**src/hw/rtl/rof_pkg.sv**
```systemverilog
package rof_pkg;

  // Fixed field geometry
  localparam int unsigned VALUE_WIDTH = 32;
  localparam int unsigned NUM_VALUES  = 5;
  localparam int unsigned POS_WIDTH   = 3;

  typedef logic signed [VALUE_WIDTH-1:0] value_t;
  typedef logic [POS_WIDTH-1:0]          pos_t;

  // Request payload: five values, positions 0..4
  typedef struct packed {
    value_t value_a;
    value_t value_b;
    value_t value_c;
    value_t value_d;
    value_t value_e;
  } in_t;

  // Result payload: positions from largest to smallest, plus tie flag
  typedef struct packed {
    pos_t rank0_position;
    pos_t rank1_position;
    pos_t rank2_position;
    pos_t rank3_position;
    pos_t rank4_position;
    logic all_distinct;
  } out_t;

  // Pairwise precedence: prec[i][j] set when position i is ordered ahead of j
  typedef struct packed {
    logic [NUM_VALUES-1:0][NUM_VALUES-1:0] prec;
    logic                                  distinct;
  } cmp_t;

endpackage

```
**src/hw/rtl/rof_cmp.sv**
```systemverilog
module rof_cmp (
  input  rof_pkg::in_t  data_i,
  output rof_pkg::cmp_t cmp_o
);

  rof_pkg::value_t vals [rof_pkg::NUM_VALUES];
  logic [rof_pkg::NUM_VALUES-1:0][rof_pkg::NUM_VALUES-1:0] eq;

  assign vals[0] = data_i.value_a;
  assign vals[1] = data_i.value_b;
  assign vals[2] = data_i.value_c;
  assign vals[3] = data_i.value_d;
  assign vals[4] = data_i.value_e;

  // Ten signed compares; ties go to the lower position
  always_comb begin
    cmp_o.prec = '0;
    eq         = '0;
    for (int i = 0; i < rof_pkg::NUM_VALUES; i++) begin
      for (int j = i + 1; j < rof_pkg::NUM_VALUES; j++) begin
        cmp_o.prec[i][j] = (vals[i] >= vals[j]);
        cmp_o.prec[j][i] = !(vals[i] >= vals[j]);
        eq[i][j]         = (vals[i] == vals[j]);
      end
    end
    cmp_o.distinct = ~|eq;
  end

endmodule

```
**src/hw/rtl/rank_order_five_values_unit.sv**
```systemverilog
// Rank order of five signed values. Each request carries five two's complement
// values; the result lists their input positions from largest to smallest,
// with equal values ordered by lower position first, and all_distinct set when
// no two values are equal. The unit takes one request per clock while the
// result side is not stalling. A request passes three register stages
// (pairwise compare, rank count, position select); the first stage loads at
// the accepting edge, and the result is presented on the output from the
// position select register. Back-pressure on the result side stalls the
// stages in place; empty stages keep accepting.
module rank_order_five_values_unit (
  input  logic          clk_i,
  input  logic          rst_ni,
  input  logic          in_valid_i,
  output logic          in_ready_o,
  input  rof_pkg::in_t  in_data_i,
  output logic          out_valid_o,
  input  logic          out_ready_i,
  output rof_pkg::out_t out_data_o
);

  localparam int unsigned N = rof_pkg::NUM_VALUES;

  logic [3:1] valid_q;
  logic [3:1] en;

  rof_pkg::cmp_t cmp_d, cmp_q;
  rof_pkg::pos_t [N-1:0] rank_d, rank_q;
  logic          dist_q;
  rof_pkg::out_t res_d, res_q;

  // Stage enables: a stage loads when it is empty or its content moves on
  assign en[3] = !valid_q[3] || out_ready_i;
  assign en[2] = !valid_q[2] || en[3];
  assign en[1] = !valid_q[1] || en[2];

  assign in_ready_o  = en[1];
  assign out_valid_o = valid_q[3];
  assign out_data_o  = res_q;

  // Valid bits
  always_ff @(posedge clk_i or negedge rst_ni) begin
    if (!rst_ni) begin
      valid_q <= '0;
    end else begin
      if (en[1]) valid_q[1] <= in_valid_i;
      if (en[2]) valid_q[2] <= valid_q[1];
      if (en[3]) valid_q[3] <= valid_q[2];
    end
  end

  // Stage 1: pairwise compare
  rof_cmp u_cmp (
    .data_i (in_data_i),
    .cmp_o  (cmp_d)
  );

  always_ff @(posedge clk_i) begin
    if (en[1]) cmp_q <= cmp_d;
  end

  // Stage 2: rank of each position = number of positions ordered ahead of it
  always_comb begin
    for (int i = 0; i < N; i++) begin
      rank_d[i] = '0;
      for (int j = 0; j < N; j++) begin
        if (j != i) rank_d[i] = rank_d[i] + rof_pkg::pos_t'(cmp_q.prec[j][i]);
      end
    end
  end

  always_ff @(posedge clk_i) begin
    if (en[2]) begin
      rank_q <= rank_d;
      dist_q <= cmp_q.distinct;
    end
  end

  // Stage 3: invert the permutation into positions by rank
  always_comb begin
    rof_pkg::pos_t slot [N];
    for (int r = 0; r < N; r++) begin
      slot[r] = '0;
      for (int i = 0; i < N; i++) begin
        if (rank_q[i] == rof_pkg::pos_t'(r)) slot[r] = rof_pkg::pos_t'(i);
      end
    end
    res_d.rank0_position = slot[0];
    res_d.rank1_position = slot[1];
    res_d.rank2_position = slot[2];
    res_d.rank3_position = slot[3];
    res_d.rank4_position = slot[4];
    res_d.all_distinct   = dist_q;
  end

  always_ff @(posedge clk_i) begin
    if (en[3]) res_q <= res_d;
  end

  // Checks
  logic [N-1:0] pos_mask;
  always_comb begin
    pos_mask = '0;
    pos_mask[res_q.rank0_position] = 1'b1;
    pos_mask[res_q.rank1_position] = 1'b1;
    pos_mask[res_q.rank2_position] = 1'b1;
    pos_mask[res_q.rank3_position] = 1'b1;
    pos_mask[res_q.rank4_position] = 1'b1;
  end

  logic [N-1:0] rank_mask;
  always_comb begin
    rank_mask = '0;
    for (int i = 0; i < N; i++) begin
      if (rank_q[i] < rof_pkg::pos_t'(N)) rank_mask[rank_q[i]] = 1'b1;
    end
  end

  a_out_perm: assert property (@(posedge clk_i) disable iff (!rst_ni)
    out_valid_o |-> (pos_mask == '1))
    else $error("result positions are not a permutation");

  a_rank_perm: assert property (@(posedge clk_i) disable iff (!rst_ni)
    valid_q[2] |-> (rank_mask == '1))
    else $error("stage 2 ranks are not a permutation");

  a_stall_hold: assert property (@(posedge clk_i) disable iff (!rst_ni)
    valid_q[2] && !en[3] |=> valid_q[2] && $stable(rank_q))
    else $error("stalled stage 2 lost its content");

  a_full_when_blocked: assert property (@(posedge clk_i) disable iff (!rst_ni)
    !in_ready_o |-> (valid_q == '1))
    else $error("request blocked with an empty stage");

endmodule
```
**config.mk**
```make
export PLATFORM = sky130hd
export DESIGN_NAME = rank_order_five_values_unit
export DESIGN_NICKNAME = d
export VERILOG_FILES = /design/src/hw/rtl/rof_pkg.sv /design/src/hw/rtl/rof_cmp.sv /design/src/hw/rtl/rank_order_five_values_unit.sv
export SDC_FILE = /design/constraint.sdc
export NUM_CORES = 1
export LEC_CHECK = 0
export ABC_CLOCK_PERIOD_IN_PS = 4340
export BUFFER_PORTS_ARGS = -buffer_cell sky130_fd_sc_hd__clkbuf_2
export CORE_MARGIN = 2
export CORE_UTILIZATION = 58
export CTS_CLUSTER_DIAMETER = 100
export CTS_CLUSTER_SIZE = 40
export DETAILED_ROUTE_END_ITERATION = 7
export GPL_TIMING_DRIVEN = 1
export PLACE_DENSITY = 0.92
export SLEW_MARGIN = 20
export SYNTH_ARGS = -nofsm -noshare
export SYNTH_HDL_FRONTEND = slang
export SYNTH_SLANG_ARGS = --single-unit
```
**constraint.sdc**
```tcl
create_clock -name clk_i -period 4.34 [get_ports clk_i]
set_input_delay 0.434 -clock clk_i [delete_from_list [all_inputs] [get_ports clk_i]]
set_output_delay 0.434 -clock clk_i [all_outputs]
set_load 0.05 [all_outputs]
```
==> results.toml, run 1 <==
[sta]
finalCritPeriodShare_pct = 61.7
relSlewSlack_pct = 29.9
tightestPinTransition_ps = 1030
finalSetupViolations = 0
clock-skew-final_ps = 4.79
tns_ps = 0
rsz0062_at_grt = "false"
slew_violations = 0
fmax_mhz = 373
fin_hold_ws_ps = 337
hold_violations = 0
period_needed_ps = 2680

[synth]
synthCells = 1084
ys.flop_type = "edfxtp_1"
ys_seq_area_share_pct = 15.4
syn_nets = 1580
syn_avg_cell_area_sq_um = 8.70
async_flop_share_pct = 6.12
yosysUniqueCellTypes = 40
synth_area_sq_mm = 0.00944
synth_edf_count = 46
yosysWarnings = 0
ys_ff_latch = 49

[routing]
route.detailed.wl_per_inst_um = 19.2
viasPerCell = 6.16
drt-total-wl_um = 28600
drtIter0Drc = 612
vias = 9182
dr.pass1.iters = 6
ant_nets = 0
drc = 0

[floorplan]
dieHeight_um = 132
core_area_sq_mm = 0.0159
start_util_pct = 59.4
dieArea_sq_mm = 0.0173
ios = 182
rows = 46
die_w_um = 132

[clock_network]
clock_sinks = 49
cts_tree = "built"
clk_pin_slew_ps = 60
post_cts_buffers = 0
clk_latency_ps = 280
cts_root_buffer = "clkbuf_16"
cts_buffer_depth = 2
htree_levels = 2
cts_buffers = 5

[finish]
nets = 1770
area_growth_pct = 14.4
drive_above_1_share_pct = 15.6
n_antenna_cell = 0
final_area_sq_mm = 0.0108
layout_commonest_cell = "ha_1"
post-route-util_pct = 68.0
final_cell_mix = "ha_1, clkbuf_2, inv_1"

[worst_setup_path]
crit_start = "in_data_i[31]"
cpPeakStageDelay_ps = 500
cp-end-kind = "register"
crit_buf_inv = 2
cp_slowest_cell = "nor3_1"
reg2reg_from = "cmp_q[3]"
path_class = "in -> reg"
cp_max_fo = 5
cp_top_family = "simple AND/OR/NAND/NOR gates"
arrival_ps = 2720
cp-start-kind = "input port"
regToRegSetupSlack_ps = 2620
crit_chain = "clkbuf_2 -> inv_1 -> ha_1 -> nand4_1 -> or2_0 -> nor3_1 -> o31ai_2 -> o2111ai_2 -> mux2_4"
worstPathRequired_ps = 4380
r2r-end = "rank_q[7]"
ff2ff_path_depth = 5

[grt]
grt_max_degree = 20
gr-total-overflow = 0
use_met3_pct = 5.36
met1_usage_pct = 40.0
antenna_found_initial = 0
use_met2_pct = 56.6
top_usage_layer = "met2"
grt_pass1_vias = 9133
grt_pass1_wl_um = 45400
grtUsageTotal_pct = 32.6

[placed_design]
port_buffers = 181
placed_area_sq_mm = 0.0106
gp_congestion = 1.03
dpl.hpwl_um = 25100

[hold_path]
hold_class = "in -> reg"
holdPathEnd = "valid_q[1]"
min_from = "in_valid_i"
hold_depth = 2

[power_and_ir_drop]
p_leak_nw = 5.86
vdd_ir_drop_max_uv = 353
p_per_area_mw_per_mm2 = 239

[run_status]
status = "finished clean"

[job]
max_cap_violations = 0
-- state kept, by name, summed over array words and instances (netlist names) --
signal and count:
cmp_q 17, out_data_o 16, rank_q 12, valid_q 3, dist_q 1
-- cells in the mapped netlist (3+ instances only) --
cell type	count	area, sq um
a21oi_1	144	721
edfxtp_1	46	1380
and4_1	10	87.6
inv_1	152	571
a211o_1	4	35.0
ha_1	328	4100
nor4_1	18	113
a2111o_1	4	45.0
nor2_1	32	120
a21o_1	30	225
o21a_1	7	52.6
mux2_1	8	90.1
dfrtp_1	3	75.1
nor3_1	4	20.0
a221o_1	10	100
o21ai_0	32	160
nand3b_1	4	30.0
nor3b_1	4	30.0
a21boi_0	4	30.0
o31ai_1	4	30.0
nand3_1	48	240
nand2_1	64	240
o211ai_1	6	45.0
nand4_1	66	413
nand2b_1	4	25.0
nor2b_1	16	100
fa_1	4	80.1
mux2i_1	6	60.1
-- worst register-to-register path, stage by stage, from the launching register on --
cell and delay [ps]:
edfxtp_1 350, inv_1 70, fa_1 550, inv_1 50
ha_1 180, ha_1 280
-- per-layer routing --
| metal | up-vias | part of all wire, % |
|---|---|---|
| met5 | - | 0 |
| met1 | 4160 | 40 |
| li1 | 4478 | - |
| met4 | 0 | 4.6 |
| met3 | 102 | 8.4 |
| met2 | 442 | 47 |
-- final cells by class --
| cell class | instances | area [sq um] |
|---|---|---|
| clock inverter | 3 | 41.3 |
| tap | 216 | 270 |
| inverter | 152 | 571 |
| timing repair buffer | 183 | 923 |
| fill | 1315 | 5090 |
| multi-input combinational | 883 | 7410 |
| sequential | 49 | 1460 |
| clock buffer | 5 | 125 |
-- where the power goes --
group | leakage (nW) | internal (mW) | switching (mW)
Clock | 0.0775 | 0.269 | 0.155
Combinational | 5.28 | 0.500 | 0.867
Sequential | 0.500 | 0.710 | 0.0803
Total | 5.86 | 1.48 | 1.10
-- how the worst max path moves through the flow --
stage	end	cells past startpoint
after floorplan	cmp_q[0]	1
after detailed placement	cmp_q[15]	9
after global routing	cmp_q[15]	9
after global placement	cmp_q[15]	9
after CTS	cmp_q[15]	9
final	cmp_q[15]	9
-- metrics by stage --
| stage | total power [mW] | std cells | worst slack (ps) |
|---|---|---|---|
| 2_1_floorplan | 1.69 | 1084 | 1970 |
| 3_3_place_gp | 2.06 | 1482 | 1410 |
| 3_5_place_dp | 2.12 | 1482 | 1410 |
| 4_1_cts | 2.56 | 1491 | 1690 |
| 5_1_grt | 2.76 | 1491 | 1610 |
| 6_report | 2.58 | 1491 | 1660 |
-- repair_timing --
item / CTS / global route
endpoints found under the hold margin: 3 / 0
hold buffers: 1 / 0
gates resized for setup: 0 / 0
-- logic make-up (layout without fill, tap and decap cells) --
| family | count (synthesis) | in the layout | synth area share, % |
|---|---|---|---|
| AO/OA/AOI/OAI | 256 | 256 | 16.5 |
| flip-flops | 49 | 49 | 15.4 |
| buffers and inverters | 152 | 343 | 6.05 |
| AND/OR/NAND/NOR | 279 | 279 | 15.8 |
| multiplexers | 16 | 16 | 1.91 |
| adder cells (fa/ha/maj) | 332 | 332 | 44.3 |
Note: power is estimated with default switching activity, not from simulation.
==> run 2, diff against run 1 <==
--- a/config.mk
+++ b/config.mk
@@ -5,7 +5,8 @@
 export SDC_FILE = /design/constraint.sdc
 export NUM_CORES = 1
 export LEC_CHECK = 0
-export ABC_CLOCK_PERIOD_IN_PS = 4340
+export ABC_AREA = 1
+export ABC_CLOCK_PERIOD_IN_PS = 2550
 export BUFFER_PORTS_ARGS = -buffer_cell sky130_fd_sc_hd__clkbuf_2
 export CORE_MARGIN = 2
 export CORE_UTILIZATION = 58
==> constraint.sdc (replaced) <==
create_clock -name clk_i -period 2.55 [get_ports clk_i]
set_input_delay 0.255 -clock clk_i [delete_from_list [all_inputs] [get_ports clk_i]]
set_output_delay 0.255 -clock clk_i [all_outputs]
set_load 0.05 [all_outputs]
==> run 2 against run 1 <==
Via count is 9.9% higher. Worst hold slack worse by 160 ps. Non-clock buffer count is 1 higher. Global-route usage is 2.5 points lower. Utilization is 1.3 points lower. Cell area is 5.8% higher. Clock-buffer cell count is 1 higher. Largest cell class unchanged.
==> results.toml, run 2 <==
[routing]
vias = 10087
drt-total-wl_um = 27400
dr.pass1.iters = 6
route.detailed.wl_per_inst_um = 15.2
ant_nets = 0
drc = 0
drtIter0Drc = 652
viasPerCell = 5.58

[worst_setup_path]
cp_max_fo = 19
cp-start-kind = "register"
path_class = "reg -> out"
ff2ff_path_depth = 5
reg2reg_from = "cmp_q[8]"
r2r-end = "rank_q[7]"
arrival_ps = 1710
regToRegSetupSlack_ps = 800
worstPathRequired_ps = 2300
cp-end-kind = "output pin"

[run_status]
status = "finished clean"

[synth]
yosysWarnings = 0
yosys.area.top_type_share_pct = 40.8
synthAdderAreaFrac_pct = 41.6
ys.flop_type = "edfxtp_1"
yosysMostFrequentCell = "nand2_1"
synthTopCellsByArea = "ha_1, edfxtp_1, nand2_1, inv_1, a21oi_1"
synth_mux_area_share_pct = 0
synth_top_family_by_area = "adder cells"
synth_common_cells = "nand2_1, ha_1, inv_1, a21oi_1, nor2_1"
synthCells = 1390
synth_area_leader_cell = "ha_1"
yosysUniqueCellTypes = 24
ys_ff_latch = 49
ys_seq_area_share_pct = 14.5
synth_xor_area_share_pct = 0
synthSimpleGateAreaFrac_pct = 23.1
async_flop_share_pct = 6.12
syn_avg_cell_area_sq_um = 7.24
syn_nets = 1886
synth_edf_count = 46
synth-compound-area-share_pct = 11.9
synth_area_sq_mm = 0.0101

[sta]
finalCritPeriodShare_pct = 77.2
tightestPinTransition_ps = 460
relSlewSlack_pct = 69.3
period_needed_ps = 1970
tns_ps = 0
worst_slack_ps = 581
clock-skew-final_ps = 4.77
finalSetupViolations = 0
fmax_mhz = 508
rsz0062_at_grt = "false"
hold_violations = 0
slew_violations = 0

[finish]
final_cell_mix = "nand2_1, ha_1, inv_1"
drive_above_1_share_pct = 13.8
largest_register = "cmp_q"
n_antenna_cell = 0
nets = 2077
fillers = 1445
area_growth_pct = 13.5
finalNonFillerCells = 1807
largest_register_ffs = 17
layout_commonest_cell = "nand2_1"

[grt]
gr-total-overflow = 0
antenna_found_initial = 0
grt_max_degree = 20
grtUsageTotal_pct = 30.0
grt_pass1_wl_um = 44300
grt_pass1_vias = 9787

[clock_network]
clk_latency_ps = 280
cts_buffers = 5
cts_resized = 0
clk_pin_slew_ps = 60
cts_root_buffer = "clkbuf_16"
post_cts_buffers = 0
cts_tree = "built"
cts_buffer_depth = 2
clock_sinks = 49
htree_levels = 2

[placed_design]
gp_congestion = 0.977
place_inst = 1798
dpl.hpwl_um = 24300
post-place-ws_ps = 458
port_buffers = 181

[power_and_ir_drop]
p_per_area_mw_per_mm2 = 389
power_mw = 4.44
vdd_ir_drop_max_uv = 632
p_leak_nw = 6.79

[floorplan]
dieHeight_um = 136
start_util_pct = 58.8
core_area_sq_mm = 0.0171
rows = 48
die_w_um = 136
ios = 182
dieArea_sq_mm = 0.0184

[hold_path]
holdPathEnd = "valid_q[1]"
min_from = "in_valid_i"
hold_depth = 3
hold_class = "in -> reg"

[job]
max_cap_violations = 0
-- run 2: worst max-delay path by stage --
stage / startpoint / to / slack, ps / cells past startpoint
2_1_floorplan: valid_q[3] / cmp_q[0] / 150 / 3
3_5_place_dp: in_data_i[31] / cmp_q[20] / 460 / 11
5_1_grt: valid_q[3] / in_ready_o / 450 / 6
4_1_cts: valid_q[3] / in_ready_o / 560 / 6
3_3_place_gp: in_data_i[31] / cmp_q[24] / 500 / 10
6_report: valid_q[3] / in_ready_o / 580 / 6
-- run 2: power by group --
group          internal (mW)  switching [mW]
combinational          0.842            1.64
clock                  0.365           0.270
sequential              1.21           0.111
-- run 2: logic make-up after synthesis --
family	Yosys count
compound gates	225
flops	49
buf+inv	240
simple gates	544
fa+ha+maj	332
-- run 2: stage by stage --
step                hold slack, ps  utilization [%]  cell area [sq um]
floorplan                    -40.6                -              10100
global placement              55.8             65.8              11300
detailed placement            56.9             65.8              11300
CTS                            181             66.7              11400
global route                   206             66.7              11400
finish                         177             66.7              11400
-- run 2: repair_timing --
action | CTS | global route
setup endpoints to repair | 0 | 0
endpoints found under the hold margin | 3 | 0
hold buffers | 1 | 0
-- run 2: layout make-up --
| class | count | area (sq um) | share of cell area [%] |
|---|---|---|---|
| well taps | 225 | 282 | 2.47 |
| inverters | 240 | 901 | 7.89 |
| clock buffers | 6 | 129 | 1.13 |
| clock inverters | 2 | 13.8 | 0.121 |
| flip-flops and latches | 49 | 1460 | 12.8 |
| multi-input cells | 1101 | 7700 | 67.5 |
| repair buffers | 184 | 931 | 8.15 |
-- run 2: critical path, cell delays in order, from the launching register on --
cell,delay (ps)
dfrtp_1,380
nand2_1,70
buf_4,230
nor2_1,90
nand2_1,60
buf_4,260
clkbuf_2,330
-- run 2: metal layers --
metal / global-route usage [%] / vias up / share of wire [%]
met5: 0 / - / 0
met4: 9.66 / 0 / 3.5
met3: 3.44 / 73 / 7.5
met2: 52.8 / 399 / 47
met1: 38.3 / 4549 / 42
li1: - / 5066 / -
==> run 3, diff against run 2 <==
--- a/config.mk
+++ b/config.mk
@@ -6,7 +6,7 @@
 export NUM_CORES = 1
 export LEC_CHECK = 0
 export ABC_AREA = 1
-export ABC_CLOCK_PERIOD_IN_PS = 2550
+export ABC_CLOCK_PERIOD_IN_PS = 2100
 export BUFFER_PORTS_ARGS = -buffer_cell sky130_fd_sc_hd__clkbuf_2
 export CORE_MARGIN = 2
 export CORE_UTILIZATION = 58
==> constraint.sdc (replaced) <==
create_clock -name clk_i -period 2.1 [get_ports clk_i]
set_input_delay 0.21 -clock clk_i [delete_from_list [all_inputs] [get_ports clk_i]]
set_output_delay 0.21 -clock clk_i [all_outputs]
set_load 0.05 [all_outputs]
==> run 3 against run 2 <==
Power is 22% higher. Largest power group unchanged. Setup slack worse by 270 ps. Die area stayed put. Cell count is 0.11% higher. Largest cell class unchanged. Global-route usage is 0.72 points higher. Worst hold slack worse by 60 ps. Combinational power is 21% higher. Sequential share of layout area hardly changed. Register-to-register slack worse by 420 ps. Critical path depth is 4 higher. Highest routed layer unchanged.
==> results.toml, run 3 (synthesis results as in run 2) <==
[worst_setup_path]
reg2reg_from = "cmp_q[3]"
regToRegSetupSlack_ps = 380
crit_chain = "clkbuf_2 -> inv_1 -> ha_1 -> a21oi_1 -> o21a_1 -> nand2_1 -> a21oi_1 -> nand3_2 -> nand2_1 -> nor2_1"
cp_slowest_cell = "ha_1"
cp-end-kind = "register"
ff2ff_path_depth = 5
cp_top_family = "compound AO/OA/AOI/OAI gates"
arrival_ps = 1830
r2r-end = "rank_q[7]"
path_class = "in -> reg"
cp_max_fo = 4
cpPeakStageDelay_ps = 410
crit_buf_inv = 2
cp-start-kind = "input port"
worstPathRequired_ps = 2150

[sta]
tns_ps = 0
finalCritPeriodShare_pct = 85.0
clock-skew-final_ps = 8.77
tightestPinTransition_ps = 450
hold_violations = 0
relSlewSlack_pct = 69.9
period_needed_ps = 1790
slew_violations = 0
fmax_mhz = 560
rsz0062_at_grt = "false"
fin_hold_ws_ps = 117
finalSetupViolations = 0

[placed_design]
port_buffers = 181
place_inst = 1800
dpl.hpwl_um = 25000
gp_congestion = 1.01

[finish]
drive_above_1_share_pct = 14.0
n_antenna_cell = 0
area_growth_pct = 13.6
layout_commonest_cell = "nand2_1"
largest_register = "cmp_q"
nets = 2079
largest_register_ffs = 17
finalNonFillerCells = 1809
final_cell_mix = "nand2_1, ha_1, inv_1"

[routing]
viasPerCell = 5.56
drtIter0Drc = 766
vias = 10066
drt-total-wl_um = 28200
route.detailed.wl_per_inst_um = 15.6
dr.pass1.iters = 5
ant_nets = 0
drc = 0

[hold_path]
hold_class = "in -> reg"
min_from = "in_valid_i"
hold_depth = 3
holdPathEnd = "valid_q[1]"

[floorplan]
dieHeight_um = 136
rows = 48
ios = 182
die_w_um = 136
start_util_pct = 58.8
dieArea_sq_mm = 0.0184
core_area_sq_mm = 0.0171

[clock_network]
cts_root_buffer = "clkbuf_16"
cts_buffers = 5
cts_buffer_depth = 2
clk_latency_ps = 290
cts_resized = 0
cts_tree = "built"
htree_levels = 2
clk_pin_slew_ps = 60
clock_sinks = 49

[grt]
grt_max_degree = 19
grt_pass1_vias = 9930
antenna_found_initial = 0
grt_pass1_wl_um = 45300
grtUsageTotal_pct = 30.8
gr-total-overflow = 0

[power_and_ir_drop]
p_per_area_mw_per_mm2 = 473
p_leak_nw = 6.80
vdd_ir_drop_max_uv = 737

[job]
max_cap_violations = 0

[run_status]
status = "finished clean"
==> run 3: what timing repair did <==
item	CTS	global route
buffers inserted	0	0
hold buffers	1	0
hold endpoints to repair	3	0
==> run 3: power by group <==
| group | leakage, nW | internal (mW) | switching, mW |
|---|---|---|---|
| clock network | 0.0712 | 0.444 | 0.344 |
| registers | 0.501 | 1.47 | 0.139 |
| logic | 6.23 | 1.02 | 1.99 |
==> run 3: worst max path at each step <==
stage / cells past startpoint / start / to / slack (ps)
2_1_floorplan: 3 / valid_q[3] / cmp_q[0] / 7
3_3_place_gp: 10 / in_data_i[31] / cmp_q[0] / 100
3_5_place_dp: 10 / in_data_i[31] / cmp_q[23] / 70
4_1_cts: 5 / cmp_q[3] / rank_q[7] / 360
5_1_grt: 10 / in_data_i[31] / cmp_q[5] / 180
6_report: 10 / in_data_i[31] / cmp_q[24] / 310
==> run 3: worst register-to-register path, delay by kind of cell, from the launching register on <==
family	cells	cell delay (ps)
buffers and inverters	2	130
adders and majority gates	3	1000
DFF	1	350
==> run 3: metrics by stage <==
stage	area (sq um)	power [mW]	utilization, %	worst slack (ps)
floorplan	10100	3.63	-	6.68
detailed placement	11300	4.56	65.9	70.2
global placement	11300	4.39	65.9	97.5
finish	11400	5.41	66.8	315
global route	11400	5.85	66.8	182
CTS	11400	5.37	66.8	357
==> run 3: layout make-up <==
type,count,area (sq um)
clock buffers,6,129
clock inverters,2,13.8
fillers,1440,5680
inverters,240,901
multi-input cells,1101,7710
flip-flops and latches,49,1460
well taps,225,282
repair buffers,186,946
==> run 3: layer usage <==
layer / vias up / wire [um] / global-route usage (%)
li1: 5063 / - / -
met1: 4490 / 11600 / 37.8
met2: 426 / 13400 / 55.1
met3: 87 / 2170 / 4.23
met4: 0 / 979 / 10.2
met5: - / 0 / 0
